--- config.mk ---
export PLATFORM = sky130hd
export DESIGN_NAME = hse_ctrl
export DESIGN_NICKNAME = d
export VERILOG_FILES = /design/src/sv/heat_equation_stencil_engine_defines.svh /design/src/sv/hse_pkg.sv /design/src/sv/hse_ctrl.sv
export SDC_FILE = /design/constraint.sdc
export NUM_CORES = 1
export LEC_CHECK = 0
export BUFFER_PORTS_ARGS = -buffer_cell sky130_fd_sc_hd__buf_2
export CORE_AREA = 2 2 123 125
export CTS_CLUSTER_SIZE = 25
export DETAILED_ROUTE_END_ITERATION = 8
export DIE_AREA = 0 0 125 127
export GPL_ROUTABILITY_DRIVEN = 0
export PLACE_DENSITY = 0.43
export SETUP_SLACK_MARGIN = 0.15
export SLEW_MARGIN = 20
export SYNTH_ARGS = -nofsm -noshare
export SYNTH_HDL_FRONTEND = slang
export SYNTH_SLANG_ARGS = --single-unit
--- constraint.sdc ---
create_clock -name clk -period 2.1 [get_ports clk]
set_input_delay 0.42 -clock clk [delete_from_list [all_inputs] [get_ports clk]]
set_output_delay 0.42 -clock clk [all_outputs]
set_load 0.1 [all_outputs]
--- src/sv/heat_equation_stencil_engine_defines.svh ---
// assertion macros for the heat equation stencil engine
`ifndef HEAT_EQUATION_STENCIL_ENGINE_DEFINES_SVH
`define HEAT_EQUATION_STENCIL_ENGINE_DEFINES_SVH

// same-cycle implication, sampled on clk, off while rst_n is low
`define HSE_ASSERT_IMP(name, pre, post) \
  name: assert property (@(posedge clk) disable iff (!rst_n) (pre) |-> (post)) \
    else $error("hse: same-cycle check failed");

// next-cycle implication, sampled on clk, off while rst_n is low
`define HSE_ASSERT_NXT(name, pre, post) \
  name: assert property (@(posedge clk) disable iff (!rst_n) (pre) |=> (post)) \
    else $error("hse: next-cycle check failed");

`endif

--- src/sv/hse_pkg.sv ---
// shared types and constants for the heat equation stencil engine
`default_nettype none

package hse_pkg;

  // sizes
  localparam int CELLS_DEF  = 64;
  localparam int VAL_W      = 48;
  localparam int IDX_W      = 6;
  localparam int FUNC_W     = 2;
  localparam int CFG_IDX_W  = 2;
  localparam int CFG_W      = 48;
  localparam int NCFG_W     = 7;
  // working word of a cell: holds lap, 3*lap, the dividend and then the remainder
  localparam int WK_W       = 54;
  // shift-add division by ten: seed, four refinements, remainder, fix
  localparam int DIV_CYC    = 7;
  localparam int DIV_CNT_W  = $clog2(DIV_CYC);

  // item functions
  localparam logic [FUNC_W-1:0] FUNC_LOAD = 2'd0;
  localparam logic [FUNC_W-1:0] FUNC_STEP = 2'd1;
  localparam logic [FUNC_W-1:0] FUNC_READ = 2'd2;

  // configuration register indexes
  localparam logic [CFG_IDX_W-1:0] CFG_LEFT  = 2'd0;
  localparam logic [CFG_IDX_W-1:0] CFG_RIGHT = 2'd1;
  localparam logic [CFG_IDX_W-1:0] CFG_CELLS = 2'd2;

  // cycles of the division by ten
  localparam logic [DIV_CNT_W-1:0] DV_SEED = 3'd0;
  localparam logic [DIV_CNT_W-1:0] DV_SH4  = 3'd1;
  localparam logic [DIV_CNT_W-1:0] DV_SH8  = 3'd2;
  localparam logic [DIV_CNT_W-1:0] DV_SH16 = 3'd3;
  localparam logic [DIV_CNT_W-1:0] DV_SH32 = 3'd4;
  localparam logic [DIV_CNT_W-1:0] DV_REM  = 3'd5;
  localparam logic [DIV_CNT_W-1:0] DV_FIX  = 3'd6;

  // reset values of the configuration registers
  localparam logic signed [VAL_W-1:0] BOUND_RST = 48'sd5898240000000;
  localparam logic [NCFG_W-1:0]       CELLS_RST = 7'd64;

  // phases of a time step, also the controller state
  typedef enum logic [2:0] {
    PH_IDLE,
    PH_LAP,
    PH_TRIPLE,
    PH_ABS,
    PH_DIV,
    PH_COMMIT
  } phase_t;

  // broadcast from the controller to every cell
  typedef struct packed {
    phase_t                    phase;
    logic [DIV_CNT_W-1:0]      sub;
    logic                      load;
    logic                      rd;
    logic [IDX_W-1:0]          idx;
    logic signed [VAL_W-1:0]   wdata;
    logic signed [VAL_W-1:0]   left_b;
    logic signed [VAL_W-1:0]   right_b;
  } cell_ctl_t;

  // controller status seen by the top level
  typedef struct packed {
    logic busy;
    logic rd_pend;
    logic out_load;
  } ctrl_stat_t;

endpackage

`default_nettype wire

--- src/sv/hse_ctrl.sv ---
// step sequencer, item handshake and result hand-off
`default_nettype none

module hse_ctrl (
  input  wire logic                                clk,
  input  wire logic                                rst_n,
  input  wire logic                                in_valid,
  input  wire logic [hse_pkg::FUNC_W-1:0]          in_func,
  input  wire logic [hse_pkg::IDX_W-1:0]           in_cell_index,
  input  wire logic signed [hse_pkg::VAL_W-1:0]    in_cell_value,
  input  wire logic                                out_stall,
  input  wire logic signed [hse_pkg::VAL_W-1:0]    left_b,
  input  wire logic signed [hse_pkg::VAL_W-1:0]    right_b,
  output logic                                     in_stall,
  output logic                                     out_valid,
  output hse_pkg::cell_ctl_t                       ctl,
  output hse_pkg::ctrl_stat_t                      stat
);

  localparam int CW = hse_pkg::DIV_CNT_W;

  hse_pkg::phase_t state_r, state_nxt;
  logic [CW-1:0]   cnt_r, cnt_nxt;
  logic            rd_pend_r, rd_pend_nxt;
  logic            out_valid_r, out_valid_nxt;
  logic            accept;
  logic            out_load;

  // state and control registers
  always_ff @(posedge clk) begin
    if (!rst_n) begin
      state_r     <= hse_pkg::PH_IDLE;
      cnt_r       <= '0;
      rd_pend_r   <= 1'b0;
      out_valid_r <= 1'b0;
    end else begin
      state_r     <= state_nxt;
      cnt_r       <= cnt_nxt;
      rd_pend_r   <= rd_pend_nxt;
      out_valid_r <= out_valid_nxt;
    end
  end

  // next state and broadcast to the cells
  always_comb begin
    state_nxt   = state_r;
    cnt_nxt     = cnt_r;
    in_stall    = (state_r != hse_pkg::PH_IDLE) || rd_pend_r;
    accept      = in_valid && !in_stall;
    out_load    = rd_pend_r && (!out_valid_r || !out_stall);
    rd_pend_nxt = rd_pend_r;
    if (accept && (in_func == hse_pkg::FUNC_READ)) begin
      rd_pend_nxt = 1'b1;
    end else if (out_load) begin
      rd_pend_nxt = 1'b0;
    end
    out_valid_nxt = out_load || (out_valid_r && out_stall);

    ctl.phase   = state_r;
    ctl.sub     = cnt_r;
    ctl.load    = accept && (in_func == hse_pkg::FUNC_LOAD);
    ctl.rd      = accept && (in_func == hse_pkg::FUNC_READ);
    ctl.idx     = in_cell_index;
    ctl.wdata   = in_cell_value;
    ctl.left_b  = left_b;
    ctl.right_b = right_b;

    unique case (state_r)
      hse_pkg::PH_IDLE: begin
        if (accept && (in_func == hse_pkg::FUNC_STEP)) begin
          state_nxt = hse_pkg::PH_LAP;
        end
      end
      hse_pkg::PH_LAP: begin
        state_nxt = hse_pkg::PH_TRIPLE;
      end
      hse_pkg::PH_TRIPLE: begin
        state_nxt = hse_pkg::PH_ABS;
      end
      hse_pkg::PH_ABS: begin
        state_nxt = hse_pkg::PH_DIV;
        cnt_nxt   = '0;
      end
      hse_pkg::PH_DIV: begin
        cnt_nxt = cnt_r + CW'(1);
        if (cnt_r == CW'(hse_pkg::DIV_CYC - 1)) begin
          state_nxt = hse_pkg::PH_COMMIT;
        end
      end
      hse_pkg::PH_COMMIT: begin
        state_nxt = hse_pkg::PH_IDLE;
      end
      default: begin
        state_nxt = hse_pkg::PH_IDLE;
      end
    endcase
  end

  assign out_valid     = out_valid_r;
  assign stat.busy     = (state_r != hse_pkg::PH_IDLE);
  assign stat.rd_pend  = rd_pend_r;
  assign stat.out_load = out_load;

endmodule

`default_nettype wire
==> results of run 1 <==
==> power breakdown <==
group / leakage [nW] / switching [mW] / internal (mW)
clock: 0.0370 / 0.0727 / 0.245
combinational: 0.209 / 0.126 / 0.0417
sequential: 0.0667 / 0.00530 / 0.156
==> worst max-delay path, cell delays in order (launching register included) <==
cell and delay [ns]:
dfxtp_4 0.33, or4_4 0.53, or3b_4 0.43, nor2_4 0.12, buf_12 0.18
==> sequential cells by signal, summed over array words and instances (netlist names) <==
name,flops
rd_pend_r,1
state_r,3
out_valid,1
cnt_r,3
==> layer usage <==
layer	global-route usage (%)	vias up	routed length, um
li1	-	222	-
met2	6.266	118	1613
met5	0	-	0
met1	2.263	244	736
met3	4.355	42	858
met4	3.987	0	263
==> placed cells by master, fill, tap and decap left out <==
master	Yosys	layout
buf_2	0	15
a21oi_1	6	6
dfxtp_1	8	5
buf_4	153	5
nor2_1	6	4
inv_1	3	3
nand2_1	3	3
clkbuf_16	0	3
nor2_4	0	2
nor3_1	2	2
nand4_1	2	2
ha_1	2	2
buf_12	0	2
dfxtp_4	0	2
or4_4	1	1
or3b_4	1	1
or3_2	0	1
a21boi_0	1	1
xnor2_1	1	1
nand4b_1	1	1
nand2b_1	1	1
a311oi_1	1	1
a31oi_1	1	1
nor3b_1	1	1
mux2i_1	1	1
or2_2	1	1
and4_1	1	1
nor4_1	1	1
o31ai_4	1	1
dfxtp_2	0	1
==> path summary, 6_finish.rpt <==
kind,end,slack [ns],cells past startpoint
hold reg to reg,out_valid,0.55,2
hold / removal,out_valid,0.46,3
setup / recovery,ctl[150],-0.13,4
setup reg to reg,rd_pend_r,0.41,4
==> stage by stage <==
stage	std cells	area (um^2)
after floorplan	201	1592
after global placement	253	815.8
after detailed placement	253	815.8
after CTS	256	898.4
after global routing	256	900.9
final	256	900.9
==> logic make-up (layout without fill, tap and decap cells) <==
family                     after synthesis  in the layout  synth area share (%)
buffers and inverters                  157             28                 74.10
and+or+nand+nor                         22             22                 8.208
AOI/OAI and AO/OA                       10             10                 4.702
DFF                                      8              8                 10.20
adders and majority gates                2              2                 1.593
xor gates and xnor gates                 1              1                0.5579
muxes                                    1              1                0.6375
==> final cells by class <==
cell class / count / area, um^2
flip-flops and latches: 8 / 168.9
clock buffers: 3 / 75.07
well taps: 184 / 230.2
fillers: 1712 / 13520
multi-input cells: 36 / 262.8
inverters: 3 / 11.26
repair buffers: 22 / 152.6
==> repair_timing <==
| item | CTS | global route |
|---|---|---|
| gates resized for setup | 2 | 2 |
| setup buffers | 0 | 0 |
| setup endpoints to repair | 2 | 3 |
| pin swaps | 2 | 1 |
| cloned | 0 | 0 |
==> impl_metrics.env, run 1 <==
export IMPL_p_leak_nw=0.3129
export IMPL_track_usage_pct=3.982
export IMPL_worst_ep_arrival_time_ns=1.81
export IMPL_grt_max_degree=15
export IMPL_io_pins=319
export IMPL_synthCells=201
export IMPL_synthTopCellsByCount="153 x buf_4, 8 x dfxtp_1, 6 x a21oi_1, 6 x nor2_1"
export IMPL_syn_to_final_growth_pct=-42.63
export IMPL_hold_path_class="primary input to flip-flop"
export IMPL_vias=626
export IMPL_violations="negative setup slack"
export IMPL_root_buffer="clkbuf_16"
export IMPL_h_tree_depth=1
export IMPL_drive_above_1_share_pct=48.61
export IMPL_synthFlopType="dfxtp_1"
export IMPL_fin_worst_skew_ns=0.0005919
export IMPL_grt_pass1_wl_um=4657
export IMPL_die_h_um=127
export IMPL_finalSetupViolations=2
export IMPL_syn_nets=359
export IMPL_async_reset_ff_share_pct=0
export IMPL_crit_start="state_r[0]"
export IMPL_vdd_drop_max_mv=0.2108
export IMPL_row_count=44
export IMPL_portBuffers=18
export IMPL_coreArea_mm2=0.01442
export IMPL_tns_ns=-0.2578
export IMPL_drt_wl_total_um=3471
export IMPL_worst_setup_path_type="flip-flop to output pin"
export IMPL_worstMarginPinSlew_ns=0.5022
export IMPL_ys_seq_area_share_pct=10.20
export IMPL_synth_distinct_cells=25
export IMPL_yosysMostFrequentCell="buf_4"
export IMPL_maxSlewHeadroom_pct=66.75
export IMPL_report_final_slew_viol_count=0
export IMPL_vias_per_cell=2.445
export IMPL_hold_viol=0
export IMPL_post_synth_main_area_contributors="buf_4 73%, dfxtp_1 10%, a21oi_1 1.9%"
export IMPL_diodes=0
export IMPL_overflow=0
export IMPL_ctsHoldBuffers=0
export IMPL_final_core_util_pct=6.246
export IMPL_fin_crit_ns=2.230
export IMPL_start_util_pct=10.89
export IMPL_cts_buffer_depth=2
export IMPL_synth_edf_count=0
export IMPL_worstSetupEndpointType="output pin"
export IMPL_route_detailed_drc=0
export IMPL_powerDensity_mw_per_mm2=717.9
export IMPL_fp_dieW_um=125
export IMPL_cts_tree="done"
export IMPL_die_area_mm2=0.01588
export IMPL_yosysWarnings=0
export IMPL_pre_cts_slack_ns=0.02425
export IMPL_cts_sinks=8
export IMPL_drtIter0Drc=27
export IMPL_crit_required_ns=1.68
export IMPL_startpoint_type="flip-flop"
export IMPL_period_share_pct=106.2
export IMPL_min_from="out_stall"
export IMPL_fmax_ghz=0.4484
export IMPL_numCtsBuffers=3
export IMPL_hpwlAfterDp_um=2911
export IMPL_timing_rr_start="state_r[0]"
export IMPL_grt_pass1_vias=685
export IMPL_yosysTopAreaCellShare_pct=73.15
export IMPL_clkLatencyLatePin_ns=0.23
export IMPL_synth_top_area_cell="buf_4"
export IMPL_rsz0062_at_grt="yes"
export IMPL_first_pass_iters=3
export IMPL_avgSynthCellArea_um2=7.812
export IMPL_cap_violations=0
export IMPL_p_total_uw=646.7
export IMPL_clkTransAtPathRegs_ns=0.04
export IMPL_synthesis_area_mm2=0.001570
export IMPL_antenna_found_initial=0
export IMPL_ys_seq_elements=8
export IMPL_setup_ws_ns=-0.1302
export IMPL_routedWlPerCell_um=13.56
export IMPL_critPathMaxFanout=3
export IMPL_status="finished with violations"
export IMPL_layout_nets=232
export IMPL_ant_nets=0
export IMPL_whs_ns=0.4586
(Power assumes the default switching activity.)
==> run 2: changes to the inputs <==
Settings changed: SETUP_SLACK_MARGIN 0.15 to 0.1.
==> impl_metrics.env, run 2 (synthesized netlist as in run 1, its figures left out) <==
export IMPL_vias_per_cell=2.455
export IMPL_drt_met1_wl_um=671
export IMPL_hold_depth=3
export IMPL_clkLatencyLatePin_ns=0.23
export IMPL_report_final_slew_viol_count=0
export IMPL_hold_path_class="primary input to flip-flop"
export IMPL_io_pins=319
export IMPL_syn_to_final_growth_pct=-42.63
export IMPL_coreArea_mm2=0.01442
export IMPL_root_buffer="clkbuf_16"
export IMPL_die_h_um=127
export IMPL_row_count=44
export IMPL_cts_setup_buffers=0
export IMPL_drive_above_1_share_pct=46.58
export IMPL_status="finished with violations"
export IMPL_h_tree_depth=1
export IMPL_met2_length_um=1680
export IMPL_startpoint_type="flip-flop"
export IMPL_cts_tree="done"
export IMPL_track_usage_pct=4.139
export IMPL_grt_pass1_vias=682
export IMPL_violations="negative setup slack"
export IMPL_largestRegisters="cnt_r (3), state_r (3)"
export IMPL_overflow=0
export IMPL_cts_sinks=8
export IMPL_setup_ws_ns=-0.1457
export IMPL_final_core_util_pct=6.246
export IMPL_routedWlPerCell_um=14.07
export IMPL_min_from="out_stall"
export IMPL_hold_path_endpoint="out_valid"
export IMPL_worst_setup_path_type="flip-flop to output pin"
export IMPL_hpwlAfterDp_um=3032
export IMPL_worstMarginPinSlew_ns=0.5109
export IMPL_stdcell_area_um2=900.9
export IMPL_worst_ep_arrival_time_ns=1.83
export IMPL_drtIter0Drc=27
export IMPL_vias=631
export IMPL_drt_wl_total_um=3617
export IMPL_fp_dieW_um=125
export IMPL_worstSetupEndpointType="output pin"
export IMPL_final_common_cell="buf_2"
export IMPL_grt_pass1_wl_um=4733
export IMPL_fin_worst_skew_ns=0.0007364
export IMPL_period_share_pct=106.9
export IMPL_p_total_uw=652.9
export IMPL_portBuffers=18
export IMPL_cts_buffer_depth=2
export IMPL_p_leak_nw=0.3144
export IMPL_hold_viol=0
export IMPL_ctsHoldBuffers=0
export IMPL_diodes=0
export IMPL_r2r_cells=4
export IMPL_first_pass_iters=4
export IMPL_crit_required_ns=1.68
export IMPL_vdd_drop_max_mv=0.2321
export IMPL_ant_nets=0
export IMPL_start_util_pct=10.89
export IMPL_finalSetupViolations=2
export IMPL_cap_violations=0
export IMPL_rsz0062_at_grt="yes"
export IMPL_critPathMaxFanout=3
export IMPL_route_detailed_drc=0
export IMPL_tns_ns=-0.2812
export IMPL_met3WireLength_um=885
export IMPL_fmax_ghz=0.4453
export IMPL_reg2reg_slack_ns=0.42
export IMPL_grt_max_degree=15
export IMPL_layout_nets=232
export IMPL_routed_top_layer="met4"
export IMPL_timing_rr_start="state_r[0]"
export IMPL_powerDensity_mw_per_mm2=724.7
export IMPL_placed_area_um2=814.5
export IMPL_mostFrequentLayoutCells="16 x buf_2, 6 x a21oi_1, 5 x dfxtp_1, 4 x nor2_1, 4 x buf_4"
export IMPL_fin_crit_ns=2.246
export IMPL_clkTransAtPathRegs_ns=0.04
export IMPL_die_area_mm2=0.01588
export IMPL_r2r_end="rd_pend_r"
export IMPL_numCtsBuffers=3
export IMPL_antenna_found_initial=0
export IMPL_maxSlewHeadroom_pct=66.17
==> run 2: changes by cell type in the layout (fill, tap and decap cells not counted), sizes merged <==
cell and change:
clkbuf +1
==> run 2: how the worst max path moves through the flow <==
stage                from  depth (start not counted)  endpoint  slack (ns)
4_1_cts        state_r[0]                          4  ctl[150]       -0.17
2_1_floorplan  state_r[0]                          3  ctl[151]       -0.50
3_3_place_gp   state_r[0]                          4  ctl[150]        0.03
3_5_place_dp   state_r[0]                          4  ctl[150]        0.02
5_1_grt        state_r[0]                          4  ctl[151]       -0.18
6_report       state_r[0]                          4  ctl[150]       -0.15
==> run 2: area by class of cell <==
type                       instances  area, um^2
clock buffer                       4       78.83
multi-input combinational         36       261.5
sequential                         8       168.9
fill                            1708       13520
inverter                           3       11.26
timing repair buffer              22       150.1
tap                              184       230.2
==> run 2: worst max-delay path, stage by stage, from the launching register on <==
cell	delay, ns
dfxtp_4	0.33
or4_4	0.53
or3b_4	0.43
nor2_4	0.12
buf_12	0.18
==> run 2: layer usage <==
metal,track usage [%],vias up
li1,-,224
met1,2.007,242
met2,6.330,113
met3,4.313,52
met4,5.752,0
met5,0,-
==> run 2: where the power goes <==
| part | leakage, nW | internal, mW | switching [mW] |
|---|---|---|---|
| logic | 0.210 | 0.0396 | 0.125 |
| registers | 0.0667 | 0.156 | 0.00506 |
| clock network | 0.0382 | 0.253 | 0.0742 |
==> run 2: stage by stage <==
stage / std cells / worst slack (ns) / hold WS (ns)
final: 257 / -0.1457 / 0.4545
after global routing: 257 / -0.1786 / 0.4953
after CTS: 257 / -0.1655 / 0.4503
after detailed placement: 253 / 0.01979 / 0.5332
after global placement: 253 / 0.03472 / 0.5167
after floorplan: 201 / -0.4970 / 0.5142
==> run 2: what timing repair did <==
action                                  CTS  global route
gates resized for setup                   2             0
hold endpoints to repair                  0             0
endpoints found under the setup margin    2             2
pin swaps                                 2             1
