<file path="config.mk">
export PLATFORM = sky130hd
export DESIGN_NAME = hse_cell
export DESIGN_NICKNAME = d
export VERILOG_FILES = /design/src/sv/heat_equation_stencil_engine_defines.svh /design/src/sv/hse_pkg.sv /design/src/sv/hse_cell.sv
export SDC_FILE = /design/constraint.sdc
export NUM_CORES = 1
export LEC_CHECK = 0
export BUFFER_PORTS_ARGS = -buffer_cell sky130_fd_sc_hd__buf_2
export CAP_MARGIN = 40
export CELL_PAD_IN_SITES_DETAIL_PLACEMENT = 1
export CELL_PAD_IN_SITES_GLOBAL_PLACEMENT = 1
export CORE_AREA = 2 2 138 140
export CTS_CLUSTER_DIAMETER = 150
export DETAILED_ROUTE_END_ITERATION = 12
export DIE_AREA = 0 0 140 142
export PLACE_DENSITY = 0.8
export RECOVER_POWER = 25
export SETUP_SLACK_MARGIN = 0.02
export SYNTH_ARGS = -nofsm -noshare
export SYNTH_HDL_FRONTEND = slang
export SYNTH_SLANG_ARGS = --single-unit
</file>
<file path="constraint.sdc">
create_clock -name clk -period 2.06 [get_ports clk]
set_input_delay 0.412 -clock clk [delete_from_list [all_inputs] [get_ports clk]]
set_output_delay 0.412 -clock clk [all_outputs]
set_load 0.005 [all_outputs]
</file>
<file path="src/sv/heat_equation_stencil_engine_defines.svh">
// assertion macros for the heat equation stencil engine
`ifndef HEAT_EQUATION_STENCIL_ENGINE_DEFINES_SVH
`define HEAT_EQUATION_STENCIL_ENGINE_DEFINES_SVH

// same-cycle implication, sampled on clk, off while rst_n is low
`define HSE_ASSERT_IMP(name, pre, post) \
  name: assert property (@(posedge clk) disable iff (!rst_n) (pre) |-> (post)) \
    else $error("hse: same-cycle check failed");

// next-cycle implication, sampled on clk, off while rst_n is low
`define HSE_ASSERT_NXT(name, pre, post) \
  name: assert property (@(posedge clk) disable iff (!rst_n) (pre) |=> (post)) \
    else $error("hse: next-cycle check failed");

`endif

</file>
<file path="src/sv/hse_pkg.sv">
// shared types and constants for the heat equation stencil engine
`default_nettype none

package hse_pkg;

  // sizes
  localparam int CELLS_DEF  = 64;
  localparam int VAL_W      = 48;
  localparam int IDX_W      = 6;
  localparam int FUNC_W     = 2;
  localparam int CFG_IDX_W  = 2;
  localparam int CFG_W      = 48;
  localparam int NCFG_W     = 7;
  // working word of a cell: holds lap, 3*lap, the dividend and then the remainder
  localparam int WK_W       = 54;
  // shift-add division by ten: seed, four refinements, remainder, fix
  localparam int DIV_CYC    = 7;
  localparam int DIV_CNT_W  = $clog2(DIV_CYC);

  // item functions
  localparam logic [FUNC_W-1:0] FUNC_LOAD = 2'd0;
  localparam logic [FUNC_W-1:0] FUNC_STEP = 2'd1;
  localparam logic [FUNC_W-1:0] FUNC_READ = 2'd2;

  // configuration register indexes
  localparam logic [CFG_IDX_W-1:0] CFG_LEFT  = 2'd0;
  localparam logic [CFG_IDX_W-1:0] CFG_RIGHT = 2'd1;
  localparam logic [CFG_IDX_W-1:0] CFG_CELLS = 2'd2;

  // cycles of the division by ten
  localparam logic [DIV_CNT_W-1:0] DV_SEED = 3'd0;
  localparam logic [DIV_CNT_W-1:0] DV_SH4  = 3'd1;
  localparam logic [DIV_CNT_W-1:0] DV_SH8  = 3'd2;
  localparam logic [DIV_CNT_W-1:0] DV_SH16 = 3'd3;
  localparam logic [DIV_CNT_W-1:0] DV_SH32 = 3'd4;
  localparam logic [DIV_CNT_W-1:0] DV_REM  = 3'd5;
  localparam logic [DIV_CNT_W-1:0] DV_FIX  = 3'd6;

  // reset values of the configuration registers
  localparam logic signed [VAL_W-1:0] BOUND_RST = 48'sd5898240000000;
  localparam logic [NCFG_W-1:0]       CELLS_RST = 7'd64;

  // phases of a time step, also the controller state
  typedef enum logic [2:0] {
    PH_IDLE,
    PH_LAP,
    PH_TRIPLE,
    PH_ABS,
    PH_DIV,
    PH_COMMIT
  } phase_t;

  // broadcast from the controller to every cell
  typedef struct packed {
    phase_t                    phase;
    logic [DIV_CNT_W-1:0]      sub;
    logic                      load;
    logic                      rd;
    logic [IDX_W-1:0]          idx;
    logic signed [VAL_W-1:0]   wdata;
    logic signed [VAL_W-1:0]   left_b;
    logic signed [VAL_W-1:0]   right_b;
  } cell_ctl_t;

  // controller status seen by the top level
  typedef struct packed {
    logic busy;
    logic rd_pend;
    logic out_load;
  } ctrl_stat_t;

endpackage

`default_nettype wire

</file>
<file path="src/sv/hse_cell.sv">
// one grid cell: holds its value and performs its share of a time step
`default_nettype none

module hse_cell #(
  parameter int POS = 0,
  parameter int NW  = 7
) (
  input  wire logic                                 clk,
  input  wire logic                                 rst_n,
  input  wire hse_pkg::cell_ctl_t                   ctl,
  input  wire logic [NW-1:0]                        n_eff,
  input  wire logic signed [hse_pkg::VAL_W-1:0]     left_i,
  input  wire logic signed [hse_pkg::VAL_W-1:0]     right_i,
  output logic signed [hse_pkg::VAL_W-1:0]          value_o,
  output logic signed [hse_pkg::VAL_W-1:0]          rd_o
);

  localparam int VAL_W = hse_pkg::VAL_W;
  localparam int WK_W  = hse_pkg::WK_W;
  localparam int SW    = VAL_W + 2;
  localparam logic signed [SW-1:0] SMAX = {3'b000, {(VAL_W-1){1'b1}}};
  localparam logic signed [SW-1:0] SMIN = {3'b111, {(VAL_W-1){1'b0}}};
  localparam logic [NW-1:0] POS_N = NW'(POS);

  logic signed [VAL_W-1:0] value_r, value_nxt;
  logic signed [VAL_W-1:0] rd_r;
  logic signed [WK_W-1:0]  wk_r, wk_nxt;
  logic [WK_W-1:0]         acc_r, acc_nxt;
  logic                    neg_r, neg_nxt;
  logic                    hit;
  logic                    is_last;
  logic                    is_inner;

  // address match for loads and reads
  assign hit = (POS < (1 << hse_pkg::IDX_W)) && (ctl.idx == hse_pkg::IDX_W'(POS));

  // role of this cell in the current row
  assign is_last  = (POS_N == n_eff - NW'(1));
  assign is_inner = (POS != 0) && (POS_N < n_eff - NW'(1));

  // step datapath: laplacian, times three, magnitude plus rounding, divide by ten
  always_comb begin
    logic [WK_W-1:0]         uwk;
    logic [WK_W-1:0]         q3;
    logic [VAL_W-1:0]        q;
    logic signed [SW-1:0]    qs;
    logic signed [SW-1:0]    sum;
    logic signed [VAL_W-1:0] sat;
    wk_nxt    = wk_r;
    acc_nxt   = acc_r;
    neg_nxt   = neg_r;
    value_nxt = value_r;
    uwk       = wk_r;
    q3        = acc_r >> 3;
    q         = acc_r[VAL_W-1:0];
    qs        = $signed({2'b00, q});
    sum       = SW'(value_r) + (neg_r ? -qs : qs);
    if (sum > SMAX) begin
      sat = {1'b0, {(VAL_W-1){1'b1}}};
    end else if (sum < SMIN) begin
      sat = {1'b1, {(VAL_W-1){1'b0}}};
    end else begin
      sat = sum[VAL_W-1:0];
    end
    case (ctl.phase)
      hse_pkg::PH_IDLE: begin
        if (ctl.load && hit) begin
          value_nxt = ctl.wdata;
        end
      end
      hse_pkg::PH_LAP: begin
        wk_nxt = WK_W'(left_i) + WK_W'(right_i) - (WK_W'(value_r) <<< 1);
      end
      hse_pkg::PH_TRIPLE: begin
        wk_nxt = wk_r + (wk_r <<< 1);
      end
      hse_pkg::PH_ABS: begin
        neg_nxt = wk_r[WK_W-1];
        wk_nxt  = wk_r[WK_W-1] ? (~wk_r + WK_W'(6)) : (wk_r + WK_W'(5));
      end
      hse_pkg::PH_DIV: begin
        // times 0.8 by shift-add, then divide by eight and fix up from the remainder
        case (ctl.sub)
          hse_pkg::DV_SEED: acc_nxt = (uwk >> 1) + (uwk >> 2);
          hse_pkg::DV_SH4:  acc_nxt = acc_r + (acc_r >> 4);
          hse_pkg::DV_SH8:  acc_nxt = acc_r + (acc_r >> 8);
          hse_pkg::DV_SH16: acc_nxt = acc_r + (acc_r >> 16);
          hse_pkg::DV_SH32: acc_nxt = acc_r + (acc_r >> 32);
          hse_pkg::DV_REM: begin
            acc_nxt = q3;
            wk_nxt  = $signed(uwk - (q3 << 3) - (q3 << 1));
          end
          hse_pkg::DV_FIX:  acc_nxt = acc_r + WK_W'(uwk > WK_W'(9));
          default: begin
          end
        endcase
      end
      hse_pkg::PH_COMMIT: begin
        if (POS == 0) begin
          value_nxt = ctl.left_b;
        end else if (is_last) begin
          value_nxt = ctl.right_b;
        end else if (is_inner) begin
          value_nxt = sat;
        end
      end
      default: begin
      end
    endcase
  end

  // cell value
  always_ff @(posedge clk) begin
    if (!rst_n) begin
      value_r <= '0;
    end else begin
      value_r <= value_nxt;
    end
  end

  // working registers and read capture
  always_ff @(posedge clk) begin
    wk_r  <= wk_nxt;
    acc_r <= acc_nxt;
    neg_r <= neg_nxt;
    if (ctl.rd) begin
      rd_r <= hit ? value_r : '0;
    end
  end

  assign value_o = value_r;
  assign rd_o    = rd_r;

endmodule

`default_nettype wire

</file>
==> results.cfg, run 1 <==
[sta]
post-route-period-util = 0.770
final_max_slew_viol_count = 0
setup_tns_ps = 0
finalCriticalPeriod_ps = 1590
postLayoutSetupSlackWorst_ps = 474
slew-limit-headroom = 0.0584
hold_viol = 0
max_clock_freq_mhz = 631
setup-violations-final = 0
finClkSkew_ps = 4.39
rsz0062_at_grt = no
worst_slew_pin_slew_ps = 1410

[outcome]
violations = DRC
status = finished with violations

[placed_design]
io_buffers = 204
place_ws_ps = 139
gp_congestion = 0.717
dp.final_hpwl_mm = 10.7

[setup_path]
path_cells = buf_2, clkbuf_2
path_class = input pin to flip-flop
cp_slowest_cell = clkbuf_2
cp_num_cells = 2
path_buf_inv = 2
cp-start-kind = input pin
slowest_delay_ps = 1030
cp-end-kind = flip-flop
critPathTopFamily = buffers and inverters
r2r_cells = 2
crit_path_max_fanout = 48
critPathRequiredTime_ps = 2020
arrival_ps = 1540

[routing]
wl_mm = 16.2
first_iter_violations = 277
via_per_inst = 5.24
vias = 4231
avgRoutedWirePerCell_um = 20.0
postRouteAntennaNets = 0
drc = 13
drtPass1Iterations = 12

[cts]
clkTransAtPathRegs_ps = 80
post-cts-setup-buffers = 0
hold_buffers = 0
cts_buffers = 9
clk_path_buf_depth = 2
post_cts_resized = 0
cts_tree = built
cts.sinks = 96
cts_root_buf = clkbuf_16
cts-htree-levels = 3
clk_latency_ps = 350

[power]
clkPwrFrac = 0.406
p_per_area_nw_per_um2 = 747
p_int_uw = 3250
cellLeakagePower_uw = 0.00251
seq_power_share = 0.483
sw_frac_of_total = 0.263
power_switching_uw = 1160
vdd_ir_drop_max_mv = 0.339
combPwrFrac = 0.111

[synth]
synthCells = 398
synth_top_area_share = 0.333
ys_ff_latch = 96
syn_area_per_cell_sq_um = 10.9
yosys_most_used_dff = edfxtp_1
synthTopCellsByArea = edfxtp_1 33%, dfxtp_1 22%, a31oi_1 6.9%
yosysWarningCount = 0
synth_top_area_cell = edfxtp_1
synth-edff-count = 48
ys_seq_area_frac = 0.556
synth_area_sq_um = 4320
yosysUniqueCellTypes = 21
async_flop_share = 0
syn_nets = 661

[global_routing]
grt_usage = 0.160
grt_pass1_vias = 4294
grt_first_pass_wirelength_mm = 24.6
grt_max_degree = 97
grt_remaining_overflow = 0
grt_antenna_before_repair = 0

[final_layout]
antenna_cells = 0
mostFrequentLayoutCell = buf_2
nNetsFinal = 832
syn_to_final_growth_pct = 36.8
drive_gt1_frac = 0.446

[die]
core_area_sq_um = 18500
dieWidth_um = 140
initial_core_util = 0.234
die-area_sq_um = 19900
ioPinCount = 359
die_h_um = 142
rows = 50

[worst_hold_path]
holdCritPathClass = input pin to flip-flop
min_path_cells = 3

[job]
cap_violations = 0
-- power by group through the flow --
stage	Combinational (uW)	Clock [uW]	Sequential (uW)
2_1_floorplan	183	0	2170
3_3_place_gp	491	0	2170
5_1_grt	538	1910	2140
4_1_cts	499	1840	2130
3_5_place_dp	497	0	2180
6_report	488	1790	2130
-- metrics by stage --
step	hold WS [ps]	power (uW)	area, sq um	instances	utilization
3_3_place_gp	479	2660	5620	792	0.305
4_1_cts	311	4480	5930	808	0.321
3_5_place_dp	487	2670	5620	792	0.305
5_1_grt	329	4590	5910	808	0.320
2_1_floorplan	478	2360	4320	398	-
6_report	329	4420	5910	808	0.320
-- final timing paths --
path / to / slack (ps) / startpoint
setup / recovery: rd_o[18] / 470 / ctl[150]
hold / removal: value_o[14] / 330 / ctl[110]
setup reg to reg: value_o[44] / 1290 / value_o[44]
hold reg to reg: value_o[33] / 490 / value_o[33]
-- sequential cells by signal, indices dropped and copies added (netlist names) --
signal,count
value_o,48
rd_o,48
-- synth_stat cells (2+ instances only) --
cell      instances
o21ai_0          43
clkbuf_1         43
buf_2             5
o21ai_1           5
a31oi_1          48
edfxtp_1         48
o31ai_2          20
buf_6             4
buf_4             2
dfxtp_1          48
nand4_1          48
o31ai_1          28
and3_1           48
-- layer usage --
metal | vias to the layer above | routed length, um | GRT usage
met3 | 22 | 1460 | 0.0505
li1 | 1957 | - | -
met4 | 0 | 357 | 0.0649
met1 | 2086 | 7060 | 0.202
met5 | - | 0 | 0
met2 | 166 | 7300 | 0.254
-- cell families (layout without fill, tap and decap cells) --
family	after synthesis	after routing	synth area share
AOI/OAI and AO/OA	144	144	0.231
buffers and inverters	55	231	0.0579
DFF	96	96	0.556
and+or+nand+nor	103	103	0.155
-- worst reg2reg max path, stage by stage (launching register included) --
cell     delay [ps]
dfxtp_1         400
o31ai_1         110
a31oi_1         200
-- final cells by class --
cell class / instances / area, sq um
tap: 234 / 293
timing repair buffer: 215 / 1210
clock buffer: 9 / 225
sequential: 96 / 2400
fill: 2109 / 12500
clock inverter: 7 / 85.1
multi-input combinational: 247 / 1700
Power figures use the tool's default switching activity.
==> inputs of run 2 (changes only) <==
--- a/config.mk
+++ b/config.mk
@@ -5,15 +5,16 @@
 export SDC_FILE = /design/constraint.sdc
 export NUM_CORES = 1
 export LEC_CHECK = 0
+export ABC_AREA = 1
 export BUFFER_PORTS_ARGS = -buffer_cell sky130_fd_sc_hd__buf_2
 export CAP_MARGIN = 40
 export CELL_PAD_IN_SITES_DETAIL_PLACEMENT = 1
 export CELL_PAD_IN_SITES_GLOBAL_PLACEMENT = 1
-export CORE_AREA = 2 2 138 140
+export CORE_MARGIN = 2
+export CORE_UTILIZATION = 23
 export CTS_CLUSTER_DIAMETER = 150
 export DETAILED_ROUTE_END_ITERATION = 12
-export DIE_AREA = 0 0 140 142
-export PLACE_DENSITY = 0.8
+export PLACE_DENSITY = 0.85
 export RECOVER_POWER = 25
 export SETUP_SLACK_MARGIN = 0.02
 export SYNTH_ARGS = -nofsm -noshare
==> constraint.sdc (replaced) <==
create_clock -name clk -period 1.42 [get_ports clk]
set_input_delay 0.284 -clock clk [delete_from_list [all_inputs] [get_ports clk]]
set_output_delay 0.284 -clock clk [all_outputs]
set_load 0.005 [all_outputs]
==> run 2 against run 1 <==
Compared with the run above: the run now ends clean; non-clock buffer count grew 12; first-iteration DRC count shrank 60%; setup slack lost 250 ps; cell count grew 27%; combinational power grew 63%; wire length shrank 8.6%; clock skew is essentially flat; global-route usage shrank 1.1 points; synthesized area grew 0.98%; flip-flop and latch count is the same; count of clock-buffer cells in the layout grew 2; critical path depth grew 3.
==> results.cfg, run 2 <==
[setup_path]
regToRegSetupSlack_ps = 710
slowest_delay_ps = 440
path_cells = buf_2, nor2_1, nand3_2, clkbuf_4, nor2_1
path_class = input pin to flip-flop
cp_slowest_cell = clkbuf_4
crit_start = ctl[149]
critPathRequiredTime_ps = 1590
cp_common_cell = nor2_1
arrival_ps = 1380
regToRegStartpoint = value_o[14]
crit_end = rd_o[35]
crit_path_max_fanout = 48
r2r_cells = 2
cp-end-kind = flip-flop
cp-start-kind = input pin
regToRegEndpoint = rd_o[14]

[sta]
finClkSkew_ps = 4.05
worst_slew_pin_slew_ps = 775
rsz0062_at_grt = no
setup-violations-final = 0
finalCriticalPeriod_ps = 1200
slew-limit-headroom = 0.484
postLayoutSetupSlackWorst_ps = 219
max_clock_freq_mhz = 833
final_max_slew_viol_count = 0
post-route-period-util = 0.845
hold_viol = 0
setup_tns_ps = 0

[global_routing]
grt_usage = 0.149
grt_pass1_vias = 4616
grt_first_pass_wirelength_mm = 23.2
grt_antenna_before_repair = 0
grt_remaining_overflow = 0
grt_max_degree = 49

[routing]
wl_mm = 14.8
highest_layer = met4
vias = 4367
dr_wl_met2_mm = 7.02
postRouteAntennaNets = 0
wl_met1_mm = 6.39
drc = 0
first_iter_violations = 110
dr_wl_met3_mm = 1.20
via_per_inst = 4.26
avgRoutedWirePerCell_um = 14.4
drtPass1Iterations = 4

[final_layout]
final_cell_area_sq_um = 6090
antenna_cells = 0
nNetsFinal = 1048
mostFrequentLayoutCells = 202 x buf_2, 194 x nand2_1, 151 x nor2_1
fill_cells = 2351
drive_gt1_frac = 0.313
final_cell_count_no_fill = 1024
mostFrequentLayoutCell = buf_2
syn_to_final_growth_pct = 39.4

[placed_design]
place_area_sq_um = 5750
dp.final_hpwl_mm = 10.7
dp_cells = 1008
place_ws_ps = -112
io_buffers = 204
gp_congestion = 0.735

[synth]
async_flop_share = 0
syn_area_per_cell_sq_um = 7.50
synth_top_family_by_area = simple AND/OR/NAND/NOR gates
synth_top_area_cell = edfxtp_1
yosysWarningCount = 0
ys_top_cells_by_count = 195 x nand2_1, 151 x nor2_1, 51 x inv_1, 50 x nand3_1
yosys_most_used_dff = edfxtp_1
synth.area.mux_share = 0
synth_top_area_share = 0.330
synthSimpleGateAreaFrac = 0.358
synthCells = 582
synth_area_sq_um = 4370
synthTopCellsByArea = edfxtp_1 33%, dfxtp_1 22%, nand2_1 17%
ys_seq_area_frac = 0.550
synth.most_common_cell = nand2_1
synthAdderAreaFrac = 0
synth-edff-count = 48
syn_nets = 845
yosysUniqueCellTypes = 14
ys_ff_latch = 96
synth_compound_area_frac = 0
synth-xor-area-share = 0

[cts]
cts.sinks = 96
post_cts_resized = 0
post-cts-setup-buffers = 0
hold_buffers = 0
cts_tree = built
cts-htree-levels = 3
cts_root_buf = clkbuf_16
clk_latency_ps = 340
clk_path_buf_depth = 2
clkTransAtPathRegs_ps = 70
cts_buffers = 9

[power]
p_total_uw = 6730
cellLeakagePower_uw = 0.00323
vdd_ir_drop_max_mv = 0.497
p_per_area_nw_per_um2 = 1110

[job]
cap_violations = 0

[die]
dieWidth_um = 142
die_h_um = 142
rows = 50
initial_core_util = 0.234
ioPinCount = 359
die-area_sq_um = 20100
core_area_sq_um = 18600

[worst_hold_path]
holdCritPathClass = input pin to flip-flop

[outcome]
status = finished clean
==> run 2: layout make-up <==
type                    instances  area [sq um]  share of cell area
inverters                      53           199              0.0327
multi-input cells             398          1590               0.260
clock inverters                 5           103              0.0169
well taps                     234           293              0.0481
clock buffers                  11           253              0.0415
repair buffers                227          1250               0.206
flip-flops and latches         96          2400               0.395
==> run 2: routing by layer <==
metal / vias to the layer above / GRT usage
li1: 2177 / -
met4: 0 / 0.0468
met5: - / 0
met1: 2029 / 0.172
met3: 14 / 0.0476
met2: 147 / 0.261
==> run 2: where the power goes <==
| part | internal, uW | switching (uW) |
|---|---|---|
| sequential | 3020 | 47.2 |
| combinational | 348 | 446 |
| clock | 1820 | 1050 |
| total | 5180 | 1540 |
==> run 2: worst min path at each step <==
stage / from / end / slack [ps] / cells past startpoint
2_1_floorplan: ctl[150] / rd_o[0] / 400 / 0
3_3_place_gp: value_o[16] / rd_o[16] / 540 / 2
3_5_place_dp: value_o[13] / value_o[13] / 560 / 4
4_1_cts: ctl[51] / value_o[3] / 240 / 5
5_1_grt: ctl[89] / value_o[41] / 260 / 5
6_report: ctl[78] / value_o[30] / 260 / 5
==> run 2: cell families (layout without fill, tap and decap cells) <==
kind of cell | Yosys count | in the layout
and+or+nand+nor | 398 | 398
DFF | 96 | 96
buffers and inverters | 88 | 296
==> run 2: worst max-delay path: cells and delay by family <==
family / cells / cell delay (ps)
and+or+nand+nor: 3 / 550
buffers and inverters: 2 / 540
==> run 2: metrics by stage <==
| step | utilization | hold WS (ps) |
|---|---|---|
| floorplan | - | 396 |
| global placement | 0.308 | 543 |
| detailed placement | 0.308 | 558 |
| CTS | 0.327 | 243 |
| global route | 0.327 | 262 |
| finish | 0.327 | 258 |
